**src/design/mlr_pkg.sv**
```systemverilog
// shared widths, codes and types of the midpoint line rasterizer
package mlr_pkg;

	localparam int CW   = 12;     // coordinate bits
	localparam int COLW = 8;      // color bits
	localparam int DW   = CW + 4; // decision and increment bits

	localparam int S_DATA_W = ((4 * CW + COLW + 7) / 8) * 8;
	localparam int M_DATA_W = ((2 * CW + COLW + 7) / 8) * 8;

	// item kind carried in tuser
	localparam logic ACT_START = 1'b0;
	localparam logic ACT_STEP  = 1'b1;

	typedef struct packed {
		logic [CW-1:0]        cur_x;
		logic [CW-1:0]        cur_y;
		logic [CW-1:0]        major_end;
		logic signed [DW-1:0] decision;
		logic signed [DW-1:0] inc_straight;
		logic signed [DW-1:0] inc_up;
		logic signed [DW-1:0] inc_down;
		logic                 major_is_second;
		logic                 minor_falls;
	} line_params_t;

endpackage

```
**src/design/mlr_setup.sv**
```systemverilog
// line setup: major axis, endpoint order, decision value and increments
module mlr_setup (
	input  logic [mlr_pkg::CW-1:0] start_x,
	input  logic [mlr_pkg::CW-1:0] start_y,
	input  logic [mlr_pkg::CW-1:0] end_x,
	input  logic [mlr_pkg::CW-1:0] end_y,
	output mlr_pkg::line_params_t  setup
);
	import mlr_pkg::*;

	logic signed [CW:0] dx, dy, adx, ady, odx, ody, dmaj, dmin;
	logic signed [DW-1:0] dmaj_w, dmin_w;
	logic sec, swap;

	always_comb begin
		dx  = $signed({1'b0, end_x}) - $signed({1'b0, start_x});
		dy  = $signed({1'b0, end_y}) - $signed({1'b0, start_y});
		adx = dx[CW] ? -dx : dx;
		ady = dy[CW] ? -dy : dy;
		// ties go to the second axis
		sec  = !(adx > ady);
		swap = sec ? dy[CW] : dx[CW];
		odx  = swap ? -dx : dx;
		ody  = swap ? -dy : dy;
		dmaj = sec ? ody : odx;
		dmin = sec ? odx : ody;
		dmaj_w = {{(DW-CW-1){dmaj[CW]}}, dmaj};
		dmin_w = {{(DW-CW-1){dmin[CW]}}, dmin};

		setup.cur_x           = swap ? end_x : start_x;
		setup.cur_y           = swap ? end_y : start_y;
		setup.major_end       = sec ? (swap ? start_y : end_y) : (swap ? start_x : end_x);
		setup.major_is_second = sec;
		setup.minor_falls     = dmin[CW];
		setup.decision        = dmin[CW] ? ((dmin_w <<< 1) + dmaj_w)
		                                 : ((dmin_w <<< 1) - dmaj_w);
		setup.inc_up          = (dmin_w - dmaj_w) <<< 1;
		setup.inc_straight    = dmin_w <<< 1;
		setup.inc_down        = (dmin_w + dmaj_w) <<< 1;
	end

endmodule

```
**src/design/mlr_step.sv**
```systemverilog
// one midpoint step: advance the major axis, maybe the minor axis
module mlr_step (
	input  mlr_pkg::line_params_t cur,
	output mlr_pkg::line_params_t nxt
);
	import mlr_pkg::*;

	logic                 move_minor;
	logic signed [DW-1:0] inc;
	logic [CW-1:0]        minor_adj;

	always_comb begin
		move_minor = cur.minor_falls ? (cur.decision <= 0) : (cur.decision > 0);
		if (!move_minor) begin
			inc = cur.inc_straight;
		end else if (cur.minor_falls) begin
			inc = cur.inc_down;
		end else begin
			inc = cur.inc_up;
		end
		minor_adj = cur.minor_falls ? {CW{1'b1}} : {{(CW-1){1'b0}}, 1'b1};

		nxt          = cur;
		nxt.decision = cur.decision + inc;
		if (!cur.major_is_second) begin
			nxt.cur_x = cur.cur_x + {{(CW-1){1'b0}}, 1'b1};
			if (move_minor) begin
				nxt.cur_y = cur.cur_y + minor_adj;
			end
		end else begin
			nxt.cur_y = cur.cur_y + {{(CW-1){1'b0}}, 1'b1};
			if (move_minor) begin
				nxt.cur_x = cur.cur_x + minor_adj;
			end
		end
	end

endmodule

```
**src/design/midpoint_line_rasterizer.sv**
```systemverilog
// midpoint line rasterizer top level: input stage, line state, pixel output register
//
// Midpoint (Bresenham) line rasterizer for all octants. A start transaction
// (tuser low) loads two endpoints and a color and emits the first pixel; each
// step transaction (tuser high) emits the next pixel along the major axis,
// with tlast marking the line endpoint. A step while no line is active is
// consumed and emits nothing, and a start always drops any line in progress.
// The block takes one transaction per clock while m_tready is high and emits
// at most one pixel per clock; a pixel is shown on the master side after its
// transaction passes the input register and then the pixel register. The
// rate is set by the decision-value update, a single add and compare that
// closes on the line state register. The input register takes a new
// transaction while a pixel waits for m_tready, as long as it is empty.
module midpoint_line_rasterizer (
	input  logic                         clk,
	input  logic                         arst_n,
	// slave side
	input  logic                         s_tvalid,
	output logic                         s_tready,
	// start_x, start_y, end_x, end_y, draw_color (lowest bit up)
	input  logic [mlr_pkg::S_DATA_W-1:0] s_tdata,
	// action
	input  logic                         s_tuser,
	// master side
	output logic                         m_tvalid,
	input  logic                         m_tready,
	// pixel_x, pixel_y, pixel_color (lowest bit up), zero padded
	output logic [mlr_pkg::M_DATA_W-1:0] m_tdata,
	// last_pixel
	output logic                         m_tlast
);
	import mlr_pkg::*;

	// input stage
	logic            valid_s1;
	logic            action_s1;
	logic [CW-1:0]   ax_s1, ay_s1, bx_s1, by_s1;
	logic [COLW-1:0] color_s1;

	// line state
	line_params_t    params_q;
	logic            line_active_q;
	logic [COLW-1:0] held_color_q;

	// pixel output register
	logic            m_valid_q;
	logic [CW-1:0]   px_q, py_q;
	logic [COLW-1:0] pcolor_q;
	logic            plast_q;

	line_params_t    setup, stepped, params_nxt;
	logic            s_accept, advance, is_start, produce, last;
	logic [CW-1:0]   major_nxt;
	logic [COLW-1:0] color_nxt;

	mlr_setup u_setup (
		.start_x (ax_s1),
		.start_y (ay_s1),
		.end_x   (bx_s1),
		.end_y   (by_s1),
		.setup   (setup)
	);

	mlr_step u_step (
		.cur (params_q),
		.nxt (stepped)
	);

	// the input stage moves on whenever the pixel register is free or draining
	assign advance  = valid_s1 && (!m_valid_q || m_tready);
	assign s_tready = !valid_s1 || advance;
	assign s_accept = s_tvalid && s_tready;

	always_comb begin
		is_start   = (action_s1 == ACT_START);
		produce    = is_start || line_active_q;
		params_nxt = is_start ? setup : stepped;
		major_nxt  = params_nxt.major_is_second ? params_nxt.cur_y : params_nxt.cur_x;
		last       = (major_nxt == params_nxt.major_end);
		color_nxt  = is_start ? color_s1 : held_color_q;
	end

	always_ff @(posedge clk or negedge arst_n) begin
		if (!arst_n) begin
			valid_s1 <= 1'b0;
		end else if (s_accept) begin
			valid_s1 <= 1'b1;
		end else if (advance) begin
			valid_s1 <= 1'b0;
		end
	end

	// input payload, no reset needed
	always_ff @(posedge clk) begin
		if (s_accept) begin
			action_s1 <= s_tuser;
			ax_s1     <= s_tdata[CW-1:0];
			ay_s1     <= s_tdata[2*CW-1:CW];
			bx_s1     <= s_tdata[3*CW-1:2*CW];
			by_s1     <= s_tdata[4*CW-1:3*CW];
			color_s1  <= s_tdata[4*CW+COLW-1:4*CW];
		end
	end

	// line state, cleared to zero on reset
	always_ff @(posedge clk or negedge arst_n) begin
		if (!arst_n) begin
			params_q      <= '0;
			line_active_q <= 1'b0;
			held_color_q  <= '0;
		end else if (advance && produce) begin
			params_q      <= params_nxt;
			line_active_q <= !last;
			held_color_q  <= color_nxt;
		end
	end

	always_ff @(posedge clk or negedge arst_n) begin
		if (!arst_n) begin
			m_valid_q <= 1'b0;
		end else if (advance) begin
			m_valid_q <= produce;
		end else if (m_tready) begin
			m_valid_q <= 1'b0;
		end
	end

	// pixel payload
	always_ff @(posedge clk) begin
		if (advance && produce) begin
			px_q     <= params_nxt.cur_x;
			py_q     <= params_nxt.cur_y;
			pcolor_q <= color_nxt;
			plast_q  <= last;
		end
	end

	assign m_tvalid = m_valid_q;
	assign m_tdata  = M_DATA_W'({pcolor_q, py_q, px_q});
	assign m_tlast  = plast_q;

endmodule

```
**config.mk**
```make
export PLATFORM = sky130hd
export DESIGN_NAME = midpoint_line_rasterizer
export DESIGN_NICKNAME = d
export VERILOG_FILES = /design/src/design/mlr_pkg.sv /design/src/design/mlr_setup.sv /design/src/design/mlr_step.sv /design/src/design/midpoint_line_rasterizer.sv
export SDC_FILE = /design/constraint.sdc
export NUM_CORES = 1
export LEC_CHECK = 0
export BUFFER_PORTS_ARGS = -buffer_cell sky130_fd_sc_hd__buf_2
export CORE_MARGIN = 4
export CORE_UTILIZATION = 45
export CTS_CLUSTER_SIZE = 16
export DETAILED_ROUTE_END_ITERATION = 7
export GPL_TIMING_DRIVEN = 0
export PLACE_DENSITY = 0.73
export SLEW_MARGIN = 30
export SYNTH_ARGS = -nofsm -noshare
export SYNTH_HDL_FRONTEND = slang
export SYNTH_SLANG_ARGS = --single-unit
```
**constraint.sdc**
```tcl
create_clock -name clk -period 14.15 [get_ports clk]
set_clock_uncertainty 0.05 [all_clocks]
set_input_delay 2.83 -clock clk [delete_from_list [all_inputs] [get_ports clk]]
set_output_delay 2.83 -clock clk [all_outputs]
set_load 0.005 [all_outputs]
```
==> metrics.txt <==
outcome finished clean; CTS tree yes; initial antenna violation count 0; number of fill cells about 3.2k; fin crit share 0.7731; post-CTS sizing 0; die area ~0.038 mm^2; number of global-route vias before repair between 10k and 15k; Total Wirelength roughly 50000 um; number of post-CTS setup repair buffers 0; post-synth top area cell edfxtp_1; Crit path top cell by count o21ai_0; Final Setup Violations 0; WL per Instance 21.22 um; Core ar. about 0.034 mm^2; layout cells sized above 1 0.1028; Crit. End Element register; CTS clock-pin slew for the worst setup and hold paths roughly 80 ps; synth top area cells edfxtp_1, dfrtp_1, ha_1; # IOs between 90 and 100; Starting Density 0.4611; pin slew with the least headroom to its limit between 800 and 900 ps; Synth Instances around 1.8k; CP required around 15000 ps; top_reg_cell synth dfrtp_1; global-route usage over all layers 0.2637; Die Span Y between 150 and 200 um; final hold vios 0; crit path time final ~11000 ps; First-pass DRT Iterations 6; total negative slack 0 ps; largest net degree at the start of global routing 60; number of enable flip-flop cells after synthesis 90; htree depth 4; Slowest Stage Delay on Critical Path a little over 600 ps; diode count 0; total congestion overflow 0; Max Root-Sink Buffers 2; Seq cells post-synth roughly 190; hold slack 433.8 ps; clk_lat worst skew about 470 ps; hold buffer count at CTS 0; Startpoint Class register; Post-route DRC 0; chip width roughly 190 um; area delta synth->final 11.18%; slowest CP cell xnor2_1; Sink Count roughly 190; global-route wire length before repair slightly below 80000 um; Mapped Area approximately 0.016 mm^2; worst endpoint data arrival time 11300 ps; fmax approximately 91 MHz; PortBufs 95; Starting DRT DRC Count between 1.5k and 2k; RSZ-0062 raised after global routing false; synth warn 0; multi-input logic area 0.009658 mm^2; Post-synth ARST share 0.5361; Site Rows 67; average cell area after synthesis around 8.7 um^2; Vias per Instance 5.999; Slew headroom 0.4025; RePlAce Congestion 1.055; min-delay worst type reg -> reg; antenna-violating nets left 0; post-DP HPWL 39650 um; CTS Buf Count 17; setup slack, reg-to-reg ~3200 ps; library cells used by synthesis ~80; max-slew violation count 0; Mapped Nets between 1.5k and 2k; max-cap violations 0; Yosys top cell area share 0.1730; CTS root buf clkbuf_16; FF+latch area around 0.0053 mm^2; Final #Nets 2118; DR vias approximately 14k; sequential share of the synthesized area 0.3397; critical path class reg -> reg; Critical Path Fanout Max 10
sequential cells by signal (all words and copies together), names as in the netlist:
| signal | flops |
|---|---|
| bx_s1 | 12 |
| pcolor_q | 8 |
| m_tlast | 1 |
| action_s1 | 1 |
| m_tvalid | 1 |
| valid_s1 | 1 |
| ax_s1 | 12 |
| px_q | 12 |
| params_q | 93 |
| color_s1 | 8 |
| line_active_q | 1 |
| by_s1 | 12 |
| ay_s1 | 12 |
| held_color_q | 8 |
| py_q | 12 |
logic make-up after synthesis:
family	after synthesis	synth area share
fa+ha+maj	135	0.1125
buf+inv	175	0.04334
flops	194	0.3397
compound gates	457	0.1876
mux	86	0.05792
simple gates	607	0.1749
xor+xnor	149	0.08404
Yosys cell counts (3+ instances only):
master     number
nand2_1       260
xnor2_1        95
o22ai_1         7
fa_1            9
a211o_1         5
a21oi_1       137
a21boi_0        6
buf_2           8
nand3b_1        5
a211oi_1       40
o21ai_0       112
nor2b_1        27
and2_1         10
ha_1          126
nand2b_1       15
nor2_1        156
o21a_1         13
nor3b_1         5
o211ai_1       14
clkbuf_1       56
mux2i_1        60
and3_1         13
or2_2           6
inv_1          89
nor4_1         11
dfrtp_1       104
nand4_1         8
a31oi_1        18
edfxtp_1       90
mux2_2         25
or3_1          10
o31ai_1         9
o41ai_1         6
o21bai_1       23
o311ai_0        4
xor2_1         53
a2111oi_0       3
a221oi_1        8
o221ai_1        6
buf_1          18
a21o_1         12
nor3_1         39
a311o_1         3
nand3_1        29
stage by stage:
stage / setup WS [ps] / area, um^2 / util / cells
after floorplan: 5944 / 15620 / - / 1803
after CTS: 3450 / 17360 / 0.5125 / 2382
after global routing: 2549 / 17360 / 0.5127 / 2383
after global placement: 3709 / 16650 / 0.4917 / 2346
final: 3210 / 17360 / 0.5127 / 2383
after detailed placement: 3520 / 16770 / 0.4952 / 2350
layout make-up:
| type | count | share of cell area |
|---|---|---|
| Sequential cell | 194 | 0.3056 |
| Clock inverter | 15 | 0.009224 |
| Clock buffer | 17 | 0.02450 |
| Tap cell | 448 | 0.03228 |
| Buffer | 83 | 0.01902 |
| Inverter | 92 | 0.02003 |
| Multi-Input combinational cell | 1434 | 0.5562 |
| Timing Repair Buffer | 100 | 0.03308 |
path summary, 6_finish.rpt:
check,cells past startpoint,to,start
worst max-delay path,38,params_q[64],ay_s1[1]
min in group asynchronous,1,params_q[10],arst_n
worst min register to register,2,params_q[12],params_q[12]
worst min-delay path,2,params_q[12],params_q[12]
worst max register to register,38,params_q[64],ay_s1[1]
max in group asynchronous,2,params_q[0],arst_n
worst max-delay path, delay by kind of cell, from the launching register on:
family	cells	cell delay, ps
DFF	1	450
buffers and inverters	6	2180
AOI/OAI and AO/OA	14	3580
adders and majority gates	4	1130
xor gates and xnor gates	1	620
and+or+nand+nor	13	2870
routing by layer:
layer | up-vias | track usage | share of wire
li1 | 6629 | - | -
met1 | 6917 | 0.3619 | 0.43
met2 | 643 | 0.4207 | 0.45
met3 | 107 | 0.05609 | 0.082
met4 | 0 | 0.08177 | 0.030
met5 | - | 0 | 0
placed cells by master (no fill, tap or decap), types with 14 or more instances in the layout:
| master | instances |
|---|---|
| edfxtp_1 | 90 |
| o211ai_1 | 14 |
| nand3_1 | 29 |
| a21oi_1 | 137 |
| xnor2_1 | 95 |
| a211oi_1 | 40 |
| a31oi_1 | 18 |
| clkbuf_1 | 56 |
| nand2_1 | 260 |
| xor2_1 | 53 |
| mux2_2 | 25 |
| buf_2 | 105 |
| o21ai_0 | 112 |
| clkbuf_16 | 17 |
| buf_1 | 17 |
| nor2_1 | 156 |
| nor2b_1 | 27 |
| mux2i_1 | 60 |
| nor3_1 | 39 |
| o21bai_1 | 23 |
| nand2b_1 | 15 |
| dfrtp_1 | 103 |
| inv_1 | 89 |
| ha_1 | 126 |
Power is left out: the tool's default activity adds up to more than one toggle a clock period on the data nets, which glitch-free logic cannot reach.
